File: config.mk
export PLATFORM = sky130hd
export DESIGN_NAME = greedy_gated_assignment
export DESIGN_NICKNAME = d
export VERILOG_FILES = /design/src/rtl/gga_pkg.sv /design/src/rtl/gga_core.sv /design/src/rtl/gga_out_buf.sv /design/src/rtl/greedy_gated_assignment.sv
export VERILOG_INCLUDE_DIRS = /design/src /design/src/rtl
export SDC_FILE = /design/constraint.sdc
export NUM_CORES = 1
export LEC_CHECK = 0
export ABC_AREA = 0
export ABC_CLOCK_PERIOD_IN_PS = 10200
export BUFFER_PORTS_ARGS = -buffer_cell sky130_fd_sc_hd__buf_4
export CAP_MARGIN = 0
export CORE_MARGIN = 2
export CORE_UTILIZATION = 61
export CTS_CLUSTER_DIAMETER = 30
export DETAILED_ROUTE_END_ITERATION = 16
export HOLD_SLACK_MARGIN = 0.1
export PLACE_DENSITY_LB_ADDON = 0.15
export SYNTH_ARGS = -nofsm -noshare
export SYNTH_HDL_FRONTEND = slang
export SYNTH_SLANG_ARGS = --single-unit
File: constraint.sdc
create_clock -name clk -period 10.2 [get_ports clk]
set_input_delay 2.55 -clock clk [delete_from_list [all_inputs] [get_ports clk]]
set_output_delay 2.55 -clock clk [all_outputs]
set_load 0.01 [all_outputs]
File: src/rtl/greedy_gated_assignment_macros.svh
// Assertion macros shared by the greedy gated assignment RTL.
// Each macro expects signals named clk and rst_n in the including module.
`ifndef GREEDY_GATED_ASSIGNMENT_MACROS_SVH
`define GREEDY_GATED_ASSIGNMENT_MACROS_SVH

`ifndef SYNTHESIS

// Same-cycle implication, checked outside reset
`define GGA_ASSERT_IMPL(label, ante, cons) \
    label: assert property (@(posedge clk) disable iff (!rst_n) (ante) |-> (cons)) \
        else $error("assertion failed: implication");

// Next-cycle implication, checked outside reset
`define GGA_ASSERT_NEXT(label, ante, cons) \
    label: assert property (@(posedge clk) disable iff (!rst_n) (ante) |=> (cons)) \
        else $error("assertion failed: next-cycle implication");

`else

`define GGA_ASSERT_IMPL(label, ante, cons)
`define GGA_ASSERT_NEXT(label, ante, cons)

`endif

`endif

File: src/rtl/gga_pkg.sv
// Shared constants and types for the greedy gated assignment block.
// No dependencies; imported by every module of the block.
package gga_pkg;

    // Capacities
    localparam int MAX_COLS    = 64;
    localparam int MAX_ROWS    = 256;

    // Field widths
    localparam int COST_W      = 32;
    localparam int SUM_W       = 48;
    localparam int COL_FIELD_W = 6;
    localparam int ROW_FIELD_W = 8;

    // Column capacity limited by the column field width
    localparam int COL_LIMIT   = 2 ** COL_FIELD_W;
    localparam int COL_CAP     = (MAX_COLS < COL_LIMIT) ? MAX_COLS : COL_LIMIT;
    localparam int COL_IDX_W   = (COL_CAP > 1) ? $clog2(COL_CAP) : 1;

    // Column counter saturates, never wraps onto a valid column
    localparam int CNT_W       = 7;

    // Row counter
    localparam int ROW_W       = (MAX_ROWS > 1) ? $clog2(MAX_ROWS) : 1;
    localparam int ROW_EXT_W   = (ROW_W > ROW_FIELD_W) ? ROW_W : ROW_FIELD_W;

    // Stream widths
    localparam int IN_TDATA_W  = 32;
    localparam int OUT_TDATA_W = 64;
    localparam int OUT_USED_W  = ROW_FIELD_W + 1 + COL_FIELD_W + SUM_W;

    // One input beat
    typedef struct packed {
        logic signed [COST_W-1:0] cost;
        logic                     row_end;
        logic                     matrix_end;
    } gga_item_t;

    // One result beat
    typedef struct packed {
        logic [ROW_FIELD_W-1:0]  row_index;
        logic                    assigned;
        logic [COL_FIELD_W-1:0]  assigned_column;
        logic signed [SUM_W-1:0] total_cost;
        logic                    last;
    } gga_result_t;

endpackage

File: src/rtl/gga_core.sv
// Per-beat assignment logic: gate test, claimed-column bitmap, best tracking,
// saturating cost sum and row bookkeeping. Depends on gga_pkg and the macros header.
`include "greedy_gated_assignment_macros.svh"

module gga_core
    import gga_pkg::*;
(
    input  logic                     clk,
    input  logic                     rst_n,
    input  logic                     fire,
    input  gga_item_t                item,
    input  logic signed [COST_W-1:0] max_cost,
    output logic                     res_valid,
    output gga_result_t              res
);

    logic [COL_CAP-1:0]       claimed_reg, claimed_next;
    logic signed [COST_W-1:0] best_cost_reg, best_cost_next;
    logic [COL_FIELD_W-1:0]   best_col_reg, best_col_next;
    logic                     found_reg, found_next;
    logic [CNT_W-1:0]         col_cnt_reg, col_cnt_next;
    logic [ROW_W-1:0]         row_cnt_reg, row_cnt_next;
    logic signed [SUM_W-1:0]  sum_reg, sum_next;

    logic                     row_done;
    logic                     in_range;
    logic                     take;
    logic signed [SUM_W:0]    sum_wide;
    logic signed [SUM_W-1:0]  sum_sat;
    logic [ROW_EXT_W-1:0]     row_ext;

    assign row_done = item.row_end | item.matrix_end;
    assign in_range = col_cnt_reg < CNT_W'(COL_CAP);

    // Candidate test: inside capacity, at or under the gate, column free, strictly better
    always_comb
    begin
        take = in_range && (item.cost <= max_cost)
            && !claimed_reg[col_cnt_reg[COL_IDX_W-1:0]]
            && (!found_reg || (item.cost < best_cost_reg));
    end

    // Saturating add of the row's best cost
    always_comb
    begin
        sum_wide = $signed({sum_reg[SUM_W-1], sum_reg}) + (SUM_W+1)'(best_cost_next);
        if (sum_wide[SUM_W] != sum_wide[SUM_W-1])
        begin
            sum_sat = sum_wide[SUM_W] ? {1'b1, {(SUM_W-1){1'b0}}}
                                      : {1'b0, {(SUM_W-1){1'b1}}};
        end
        else
        begin
            sum_sat = sum_wide[SUM_W-1:0];
        end
    end

    // Next-state logic
    always_comb
    begin
        best_cost_next = take ? item.cost : best_cost_reg;
        best_col_next  = take ? COL_FIELD_W'(col_cnt_reg) : best_col_reg;
        found_next     = found_reg | take;
        claimed_next   = claimed_reg;
        sum_next       = sum_reg;
        row_cnt_next   = row_cnt_reg;
        col_cnt_next   = (col_cnt_reg == {CNT_W{1'b1}}) ? col_cnt_reg
                                                          : col_cnt_reg + 1'b1;
        if (row_done)
        begin
            if (found_next)
            begin
                sum_next = sum_sat;
                claimed_next[best_col_next[COL_IDX_W-1:0]] = 1'b1;
            end
            row_cnt_next = (row_cnt_reg == ROW_W'(MAX_ROWS - 1)) ? '0
                                                                 : row_cnt_reg + 1'b1;
            col_cnt_next = '0;
            if (item.matrix_end)
            begin
                claimed_next = '0;
                sum_next     = '0;
                row_cnt_next = '0;
            end
        end
    end

    // Result for the row that ends with this beat
    assign row_ext             = ROW_EXT_W'(row_cnt_reg);
    assign res_valid           = fire & row_done;
    assign res.row_index       = row_ext[ROW_FIELD_W-1:0];
    assign res.assigned        = found_next;
    assign res.assigned_column = found_next ? best_col_next : '0;
    assign res.total_cost      = found_next ? sum_sat : sum_reg;
    assign res.last            = item.matrix_end;

    // State registers
    always_ff @(posedge clk or negedge rst_n)
    begin
        if (!rst_n)
        begin
            claimed_reg   <= '0;
            best_cost_reg <= '0;
            best_col_reg  <= '0;
            found_reg     <= 1'b0;
            col_cnt_reg   <= '0;
            row_cnt_reg   <= '0;
            sum_reg       <= '0;
        end
        else if (fire)
        begin
            claimed_reg   <= claimed_next;
            best_cost_reg <= row_done ? '0 : best_cost_next;
            best_col_reg  <= row_done ? '0 : best_col_next;
            found_reg     <= row_done ? 1'b0 : found_next;
            col_cnt_reg   <= col_cnt_next;
            row_cnt_reg   <= row_cnt_next;
            sum_reg       <= sum_next;
        end
    end

    // Checks
    `GGA_ASSERT_NEXT(a_matrix_clears, fire && item.matrix_end, claimed_reg == '0 && sum_reg == '0)
    `GGA_ASSERT_NEXT(a_row_clears, fire && row_done, col_cnt_reg == '0 && !found_reg)
    `GGA_ASSERT_IMPL(a_best_in_range, found_reg, best_col_reg < COL_FIELD_W'(COL_CAP - 1) || best_col_reg == COL_FIELD_W'(COL_CAP - 1))

endmodule

File: src/rtl/gga_out_buf.sv
// Result register with a skid entry so the core keeps running while the
// receiver stalls. Depends on gga_pkg and the macros header.
`include "greedy_gated_assignment_macros.svh"

module gga_out_buf
    import gga_pkg::*;
(
    input  logic        clk,
    input  logic        rst_n,
    input  logic        push,
    input  gga_result_t push_data,
    output logic        full,
    output logic        out_valid,
    input  logic        out_ready,
    output gga_result_t out_data
);

    logic        main_valid_reg, main_valid_next;
    logic        skid_valid_reg, skid_valid_next;
    gga_result_t main_reg;
    gga_result_t skid_reg;
    logic        main_free;

    assign main_free = !main_valid_reg || out_ready;
    assign full      = skid_valid_reg;
    assign out_valid = main_valid_reg;
    assign out_data  = main_reg;

    // Occupancy
    always_comb
    begin
        main_valid_next = main_valid_reg;
        skid_valid_next = skid_valid_reg;
        if (main_free)
        begin
            if (skid_valid_reg)
            begin
                main_valid_next = 1'b1;
                skid_valid_next = 1'b0;
            end
            else
            begin
                main_valid_next = push;
            end
        end
        else if (push)
        begin
            skid_valid_next = 1'b1;
        end
    end

    always_ff @(posedge clk or negedge rst_n)
    begin
        if (!rst_n)
        begin
            main_valid_reg <= 1'b0;
            skid_valid_reg <= 1'b0;
        end
        else
        begin
            main_valid_reg <= main_valid_next;
            skid_valid_reg <= skid_valid_next;
        end
    end

    // Payload
    always_ff @(posedge clk)
    begin
        if (main_free)
        begin
            if (skid_valid_reg)
            begin
                main_reg <= skid_reg;
            end
            else if (push)
            begin
                main_reg <= push_data;
            end
        end
        else if (push)
        begin
            skid_reg <= push_data;
        end
    end

    // Checks
    `GGA_ASSERT_IMPL(a_skid_behind_main, skid_valid_reg, main_valid_reg)
    `GGA_ASSERT_IMPL(a_no_overflow, push, !skid_valid_reg)
    `GGA_ASSERT_NEXT(a_stall_fills_skid, push && main_valid_reg && !out_ready, skid_valid_reg && main_valid_reg)

endmodule

File: src/rtl/greedy_gated_assignment.sv
// Top level of the greedy gated assignment block: input register, gate
// register, assignment core and result buffer. Depends on gga_pkg, gga_core, gga_out_buf.
//
// Usage:
//   s_* carries the cost matrix in row-major order, one signed Q16.16 cost
//   per beat; s_tlast marks the last column of a row, s_tuser marks the last
//   entry of the matrix (which also ends its row).
//   m_* delivers one beat per row: row index, assigned flag, column and the
//   saturating running cost total; m_tlast marks the final row of the matrix.
//   cfg_* writes the gate max_cost; always ready, write only while idle.
//   Path: a row's last beat passes the input register, then the result
//   register (or the skid entry first), before it shows on m_tvalid.
//   Throughput: one cost beat per cycle while the skid entry has room, set by
//   the per-beat compare and bitmap update in the core.
//   Reset: claimed columns, running total and row counter clear; the gate
//   returns to 0x7FFFFFFF.
//   Receiver stall: a skid entry holds one extra result; once it is full and
//   the input register holds a beat, s_tready drops until m_tready frees the
//   result register.
module greedy_gated_assignment
    import gga_pkg::*;
(
    input  logic                   clk,
    input  logic                   rst_n,
    input  logic                   s_tvalid,
    output logic                   s_tready,
    input  logic [IN_TDATA_W-1:0]  s_tdata,   // [31:0] cost
    input  logic                   s_tlast,   // row_end
    input  logic                   s_tuser,   // matrix_end
    output logic                   m_tvalid,
    input  logic                   m_tready,
    output logic [OUT_TDATA_W-1:0] m_tdata,   // [7:0] row_index, [8] assigned,
                                              // [14:9] assigned_column,
                                              // [62:15] total_cost, [63] zero
    output logic                   m_tlast,   // last
    input  logic                   cfg_valid,
    output logic                   cfg_ready,
    input  logic [COST_W-1:0]      cfg_data   // max_cost
);

    logic                     in_valid_reg, in_valid_next;
    gga_item_t                in_item_reg;
    logic signed [COST_W-1:0] max_cost_reg;
    logic                     in_accept;
    logic                     fire;
    logic                     buf_full;
    logic                     res_valid;
    gga_result_t              res;
    gga_result_t              out_res;

    // Gate register
    assign cfg_ready = 1'b1;

    always_ff @(posedge clk or negedge rst_n)
    begin
        if (!rst_n)
        begin
            max_cost_reg <= {1'b0, {(COST_W-1){1'b1}}};
        end
        else if (cfg_valid)
        begin
            max_cost_reg <= $signed(cfg_data);
        end
    end

    // Input register
    assign fire      = in_valid_reg && !buf_full;
    assign s_tready  = !in_valid_reg || !buf_full;
    assign in_accept = s_tvalid && s_tready;

    always_comb
    begin
        in_valid_next = in_valid_reg;
        if (in_accept)
        begin
            in_valid_next = 1'b1;
        end
        else if (fire)
        begin
            in_valid_next = 1'b0;
        end
    end

    always_ff @(posedge clk or negedge rst_n)
    begin
        if (!rst_n)
        begin
            in_valid_reg <= 1'b0;
        end
        else
        begin
            in_valid_reg <= in_valid_next;
        end
    end

    always_ff @(posedge clk)
    begin
        if (in_accept)
        begin
            in_item_reg.cost       <= $signed(s_tdata[COST_W-1:0]);
            in_item_reg.row_end    <= s_tlast;
            in_item_reg.matrix_end <= s_tuser;
        end
    end

    // Assignment core
    gga_core u_core
    (
        .clk       (clk),
        .rst_n     (rst_n),
        .fire      (fire),
        .item      (in_item_reg),
        .max_cost  (max_cost_reg),
        .res_valid (res_valid),
        .res       (res)
    );

    // Result register and skid entry
    gga_out_buf u_out_buf
    (
        .clk       (clk),
        .rst_n     (rst_n),
        .push      (res_valid),
        .push_data (res),
        .full      (buf_full),
        .out_valid (m_tvalid),
        .out_ready (m_tready),
        .out_data  (out_res)
    );

    // Output packing
    assign m_tdata = {{(OUT_TDATA_W-OUT_USED_W){1'b0}}, out_res.total_cost,
                      out_res.assigned_column, out_res.assigned, out_res.row_index};
    assign m_tlast = out_res.last;

endmodule

==> summary by stage, run 1 <==
Status
The flow ran to the end, and the final reports show no timing, DRC or antenna violations.

Placed design
During placement, the flow inserted port buffers numbering 136. The pre-CTS setup slack is 1.48 ns. The final weighted congestion of routability-driven global placement is 0.939. The detailed-placement wirelength estimate is 38800 um.

Clocking
The insertion delay to the later sink of the worst-skew pair is 0.60 ns. TritonCTS built the clock tree. Buffers added to address setup during post-CTS repair amount to 0. Hold repair after CTS inserted 0 buffers. In this run, CTS created clock tree buffers numbering 80. The master cell of the clock root buffer is clkbuf_16. In this run, post-CTS repair resized a total of 0 instances. The buffer depth of the longest clock path is 3.

The CTS H-tree depth is 3. The clock sink total is 363. The clock transition time at the flip-flop clock pins of the worst setup and hold paths is 0.05 ns.

STA
Setup repair after global routing left no endpoint under its margin. For this run, the top clock speed supported by timing is 112 MHz. In the final timing run, aggregate negative setup slack is 0 ns.

At the pin with the least slew margin, the transition time is 1.25 ns. The final count of negative-setup-slack endpoints is 0. The post-route clock skew is 0.0235 ns.

In the post-route analysis, the smallest setup slack over all paths is 1.29 ns. The clock period could shrink to 8.91 ns. The final max-slew violation count was 0.

The post-route clock period utilization is 87.3%. The worst max-slew margin expressed relative to the limit is 16.2%. The final hold violation count is 0.

Logic synthesis
For this run, the number of Yosys warnings is 0. The share of flip-flops with an asynchronous set or reset is 55.4%. The number of different library cells used by synthesis comes to 83.

The average footprint of a synthesized cell is 10.4 um2. Summing every instance area after synthesis gives 20500 um2. The dominant cell by count in the synthesized netlist is nand2_1. In this run, synthesis inferred 162 flip-flops with an integrated enable. Yosys attributes the largest share of cell area to edfxtp_1 (24%), dfrtp_1 (21%), ha_1 (7.0%). The sequential area share after synthesis is 48.5%.

When the netlist entered floorplanning its net count stood at 2165. The flop and latch count out of synthesis is 363. The most used flip-flop cell after synthesis is dfrtp_1.

By count the netlist is led by nand2_1 (263), dfrtp_1 (170), o21ai_0 (163). edfxtp_1 takes more of the synthesized area than any other cell. The instance count of the mapped netlist is 1978. The synthesized design devotes to its leading area cell type 23.7% of total area.

Route
For this block, the routed nets add up to 57600 um of wire. The number of DRC violations after detailed-routing iteration 0 is 1421. The first detailed-routing pass took 5 iterations. Across all layers, the routed design uses 16800 vias. The detail-routed net length per standard cell is 22.1 um. The final antenna-violating net count is 0. The DRC violation count after routing is 0.

The number of vias per cell is 6.44.

Pwr
The peak supply drop is 0.248 mV. The clock share of power is 33.8%. For this design the static power due to leakage is 10.4 nW. The combinational fraction of design power is 38.3%. Cell internal power was estimated by the tool at 5.04 mW. The net switching power of the design is 2.99 mW. The switching part of the total power is 37.3%. The power density normalized to cell area is 326 nW/um2.

Registers are responsible for 27.8% of the overall power.

Worst setup path
The worst setup path is launched from a flip-flop. The required time of the critical path is 10.50 ns. On the critical path, the stage with the largest delay is an instance of a2111oi_0.

Following the worst setup path forward leads to its endpoint at u_out_buf.out_data[34]. STA puts the critical path data arrival time at 9.20 ns. The reg-to-reg setup timing slack is 1.29 ns. The launch point of the critical path is max_cost_reg[17]. The cell family with the largest share of critical-path delay is compound AO/OA/AOI/OAI gates. The capturing point of the worst reg2reg path is u_out_buf.out_data[34]. The type of element capturing the critical path is a flip-flop.

The maximum cell stage delay along the critical path is 0.89 ns. The sum of buffers and inverters on the critical path is 5. In this run the critical register-to-register path is launched from max_cost_reg[17]. The maximum net fanout on the critical path is 31. The setup path with the least slack is of type reg2reg.

The critical path crosses 27 cells after its start point. For the worst flop-to-flop path, the logic depth is 27.

Global routing
The first-pass GRT wire length is 91000 um. Entering global routing, the biggest net connects 94 pins. The via count of the first global-routing pass came to 16600.

Global routing used 33.0% of the available tracks across all layers. The initial antenna violation count came to 0. The leftover overflow at the end of global routing is 0.

Job
The number of maximum-capacitance constraint violations is 0.

Floorplanning
For this configuration, the core starts out at a cell density of 61.6%. The die extent in x is 187 um. For this design the top-level I/O count stands at 139. Measured along the y axis, the die boundary spans 187 um. The area of the placeable core is 33300 um2.

The floorplan has 67 rows. The floorplan die area is 35100 um2.

Final layout
The final antenna diode count is 0. The core utilization of the finished layout is 74.1%. Of the cells placed in the final design, the portion with a size suffix greater than 1 is 21.7%. From synthesis to final layout, the design area changed by 20.3%. The layout has 2288 filler cells. The net count of the finished layout is 2279.

Hold path
The number of stages on the worst hold path is 2. The path category of the worst min-delay check is reg2reg.
## cell type report
type / count / area [um2] / share of cell area, %
flip-flops and latches: 363 / 9930 / 40.3
clock inverters: 62 / 771 / 3.13
inverters: 102 / 383 / 1.55
clock buffers: 88 / 2100 / 8.54
repair buffers: 158 / 1190 / 4.84
multi-input cells: 1387 / 9700 / 39.4
well taps: 448 / 561 / 2.27
## logic make-up (layout without fill, tap and decap cells)
family | count (synthesis) | in the layout | synth area share, %
compound gates | 567 | 567 | 19.2
simple gates | 559 | 559 | 12.7
flops | 363 | 363 | 48.5
buf+inv | 228 | 410 | 4.36
fa+ha+maj | 116 | 116 | 7.12
mux | 111 | 111 | 6.78
xor+xnor | 32 | 32 | 1.37
other cells | 2 | 2 | 0.0366
## worst min-delay path by stage
stage                     slack (ns)                      to                   start
after CTS                       0.49   u_core.claimed_reg[1]   u_core.claimed_reg[1]
after global routing            0.51  u_core.claimed_reg[23]  u_core.claimed_reg[23]
final                           0.49   u_core.claimed_reg[1]   u_core.claimed_reg[1]
after detailed placement        0.47  u_core.claimed_reg[23]  u_core.claimed_reg[23]
after floorplan                 0.42   u_out_buf.skid_reg[0]          in_item_reg[0]
after global placement          0.46   u_core.claimed_reg[8]   u_core.claimed_reg[8]
## per-layer routing
| metal | track usage (%) | vias up | part of all wire (%) |
|---|---|---|---|
| met1 | 45.3 | 8285 | 42 |
| met4 | 12.1 | 0 | 2.8 |
| li1 | - | 7643 | - |
| met5 | 0 | - | 0 |
| met2 | 52.7 | 740 | 48 |
| met3 | 6.04 | 120 | 7.4 |
## metrics by stage
stage / cell area [um2] / std cells / hold slack (ns) / power [mW]
floorplan: 20500 / 1978 / 0.424 / 4.30
global placement: 21800 / 2458 / 0.464 / 5.17
detailed placement: 21800 / 2458 / 0.468 / 5.25
CTS: 24600 / 2608 / 0.488 / 8.00
global route: 24600 / 2608 / 0.506 / 8.41
finish: 24600 / 2608 / 0.487 / 8.03
## tightest hold or removal path, cell delays in order (launching register included)
cell	delay (ns)
dfrtp_1	0.34
nand2_1	0.06
o221ai_2	0.05
## power by group through the flow
stage / Clock (mW) / Combinational [mW] / Sequential (mW)
after floorplan: 0 / 2.09 / 2.21
after global placement: 0 / 2.93 / 2.24
after detailed placement: 0 / 3.01 / 2.24
after CTS: 2.74 / 3.04 / 2.23
after global routing: 2.81 / 3.35 / 2.26
final: 2.72 / 3.08 / 2.24
## placed cells by master (no fill, tap or decap), types with 48 or more instances in the layout
master and n:
nand2_1 263, dfrtp_1 169, o21ai_0 162, edfxtp_1 162, buf_4 157, ha_1 115, inv_1 101, nor2_1 91
a21oi_1 88, mux2_2 82, clkbuf_16 82, o221ai_1 48
Note: power is estimated with default switching activity, not from simulation.
==> inputs of run 2 (changes only) <==
--- a/config.mk
+++ b/config.mk
@@ -12,4 +12,6 @@
 export CAP_MARGIN = 0
+export CELL_PAD_IN_SITES_DETAIL_PLACEMENT = 1
+export CELL_PAD_IN_SITES_GLOBAL_PLACEMENT = 1
 export CORE_MARGIN = 2
-export CORE_UTILIZATION = 61
+export CORE_UTILIZATION = 49
 export CTS_CLUSTER_DIAMETER = 30
@@ -17,3 +19,3 @@
 export HOLD_SLACK_MARGIN = 0.1
-export PLACE_DENSITY_LB_ADDON = 0.15
+export PLACE_DENSITY_LB_ADDON = 0.1
 export SYNTH_ARGS = -nofsm -noshare
--- a/constraint.sdc
+++ b/constraint.sdc
@@ -3,2 +3,2 @@
 set_output_delay 2.55 -clock clk [all_outputs]
-set_load 0.01 [all_outputs]
+set_load 0.1 [all_outputs]
==> summary by stage, run 2 (synthesis gave the netlist of run 1 again) <==
Worst setup path
STA classifies the critical path startpoint as a flip-flop. The setup check on the worst reg-to-reg path leaves a slack of 1.13 ns. The sum of buffers and inverters on the critical path is 4. Data arrives at the worst endpoint at 9.42 ns.

The slowest cell on the critical path is a2111oi_0. The required time of the critical path is 10.55 ns. For the worst flop-to-flop path, the logic depth is 27.

In this run the critical register-to-register path is captured at u_out_buf.out_data[24]. The logic depth of the worst path, buffers included is 27. In this design, the largest share of critical-path delay is due to compound AO/OA/AOI/OAI gates. The most numerous cell type found on the critical path is ha_1. The maximum net fanout on the critical path is 27. Tracing the worst setup path back leads to its startpoint at max_cost_reg[17]. On the worst path, the slowest cell contributes a delay of 0.89 ns. The worst setup path is captured at a flip-flop. Following the worst setup path forward leads to its endpoint at u_out_buf.out_data[24].

The worst register-to-register path begins at max_cost_reg[17]. By startpoint and endpoint, the worst setup path is classified as reg2reg.

Floorplanning
The floorplan step set the die height to 209 um. The floorplan has 74 rows. The floorplan step set the die width to 209 um. The core region is 41000 um2. The initial cell density of the core is 50.0%. The die covers 43500 um2.

The number of ports placed on the die boundary is 139.

Clocking
The setup fix buffers added after clock tree synthesis is 0. The tree is rooted in a clkbuf_16. The CTS H-tree depth is 3. The TritonCTS buffer count is 84. The post-cts gate resize count is 0.

The clock passes through at most 3 buffers. After clock tree synthesis, the clock-pin slew on the worst setup and hold paths is 0.05 ns. The insertion delay to the later sink of the worst-skew pair is 0.62 ns.

The clock sink total is 363. In this run, post-CTS hold repair placed 0 buffers. The TritonCTS clock tree is built.

Pwr
The peak supply drop is 0.284 mV. Power spread over the standard cell area amounts to 360 nW/um2. The cell leakage power is 10.6 nW.

Placed design
The pre-CTS setup slack is 1.47 ns. The final weighted congestion of routability-driven global placement is 0.935. Once placement completed, the tool counted placed cells totaling 2546. In this run the tool buffered the top-level ports with 136 buffer cells. The detailed-placement wirelength estimate is 43600 um.

Global routing
The first-pass GRT wire length is 105000 um. The via count of the first global-routing pass is 18200. Entering global routing, the biggest net connects 91 pins.

The initial antenna violation count was 0. For this run the aggregate overflow at the end of global routing stands at 0. The global-route usage over all layers is 31.0%.

Route
The total vias in the final route is 17000. The count of TritonRoute iterations in the first routing pass is 6. Dividing the detail-routed via count by the number of cells gives 6.29. In the final routed layout, each cell accounts on average for 24.8 um. After detailed routing, the number of remaining DRC violations is 0. The final antenna-violating net count is 0.

The sum of routed wire length over all layers is 66900 um. The number of DRC violations after detailed-routing iteration 0 is 1267.

STA
The final hold violation count came to 0. Once routing completed, OpenROAD measured the worst setup slack at 1.13 ns. The final max-slew violation count was 0. The worst max-slew margin expressed relative to the limit is 8.95%. The sum of negative setup slack is 0 ns.

For this run, the top clock speed supported by timing is 110 MHz. At the pin with the least slew margin, the transition time is 1.36 ns. Of the available clock period, the critical path in the final layout requires 88.9%. The post-route minimum period is 9.07 ns.

Setup repair after global routing left no endpoint under its margin. The post-route clock skew is 0.0286 ns. Setup violations remaining at the end of the flow were counted as 0.

Hold path
The path category of the worst min-delay check is reg2reg.

Final layout
The repair_antennas step left the layout with diodes totalling 0. In the layout the commonest cells are nand2_1 (262), dfrtp_1 (169), o21ai_0 (162), edfxtp_1 (162), buf_4 (161). Cells with a size suffix above 1 make up 21.7% of the layout. Counting the fill cells in the layout gives 4327. Compared with the post-synthesis result, the final layout area differs by 21.9%. The multi-input combinational cells in the finished layout cover a total of 9710 um2. The number of cells in the finished layout apart from fillers is 2700. For this run, the post-layout net count is 2287.

The most common library cell in the layout ignoring fill and taps is nand2_1. Cells fill 60.9% of the core in the end. The register cell area after layout is 9930 um2.

Status
The flow ran to the end, and the final reports show no timing, DRC or antenna violations.

Job
Max-cap violations in this run came to 0.
-- run 2: changes by cell type in the layout (fill, tap and decap cells not counted), sizes merged --
cell / previous run / this run
buf: 157 / 161
bufinv: 13 / 14
clkbuf: 89 / 111
clkinv: 23 / 22
clkinvlp: 19 / 5
inv: 109 / 105
-- run 2: worst register-to-register path, cell delays in order (launching register included) --
cell and delay (ns):
dfstp_2 0.51, inv_1 0.05, ha_1 0.32, a21oi_1 0.17, o21ai_0 0.09, a221o_1 0.36
a2111oi_0 0.89, nand3b_1 0.37, nand4_2 0.24, buf_4 0.36, mux2_2 0.40, ha_1 0.26
a211oi_1 0.40, o21a_1 0.25, or4b_1 0.13, nand2_1 0.09, a211oi_1 0.78, nor3_1 0.18
o21bai_1 0.19, a31oi_1 0.15, xnor2_1 0.16, ha_1 0.32, inv_1 0.33, a221o_1 0.63
buf_4 0.38, and2_1 0.37, a21oi_1 0.16, mux2_2 0.28
-- run 2: worst min-delay path by stage --
stage | startpoint | to | slack (ns) | cells after the start
final | u_core.claimed_reg[3] | u_core.claimed_reg[3] | 0.49 | 2
after global routing | u_core.claimed_reg[43] | u_core.claimed_reg[43] | 0.51 | 2
after CTS | u_core.claimed_reg[3] | u_core.claimed_reg[3] | 0.49 | 2
after detailed placement | u_core.claimed_reg[3] | u_core.claimed_reg[3] | 0.47 | 2
after global placement | u_core.claimed_reg[38] | u_core.claimed_reg[38] | 0.46 | 2
after floorplan | in_item_reg[0] | u_out_buf.skid_reg[0] | 0.42 | 0
-- run 2: cell type report --
| cell class | count | share of cell area, % |
|---|---|---|
| clock inverter | 44 | 2.74 |
| multi-input combinational | 1387 | 38.9 |
| sequential | 363 | 39.8 |
| inverter | 102 | 1.53 |
| timing repair buffer | 162 | 4.89 |
| tap | 532 | 2.66 |
| clock buffer | 110 | 9.54 |
-- run 2: per-stage QoR --
stage,hold WS [ns],area (um2),power (mW)
6_report,0.488,25000,9.00
5_1_grt,0.511,25000,9.41
4_1_cts,0.486,25000,9.01
3_5_place_dp,0.471,21900,6.02
3_3_place_gp,0.463,21900,5.90
2_1_floorplan,0.424,20500,5.01
-- run 2: where the power goes --
group	leakage [nW]	switching, mW	internal, mW
Sequential	4.19	0.217	2.01
Clock	1.49	0.892	2.00
Combinational	4.91	2.66	1.21
Total	10.6	3.77	5.22
-- run 2: routing by layer --
| metal | GRT usage, % | share of wire [%] | up-vias | wire [um] |
|---|---|---|---|---|
| met3 | 4.94 | 4.8 | 149 | 3230 |
| met1 | 40.4 | 43 | 8680 | 28500 |
| met5 | 0 | 0 | - | 0 |
| met2 | 52.7 | 50 | 521 | 33200 |
| met4 | 10.4 | 3.0 | 0 | 1980 |
| li1 | - | - | 7631 | - |
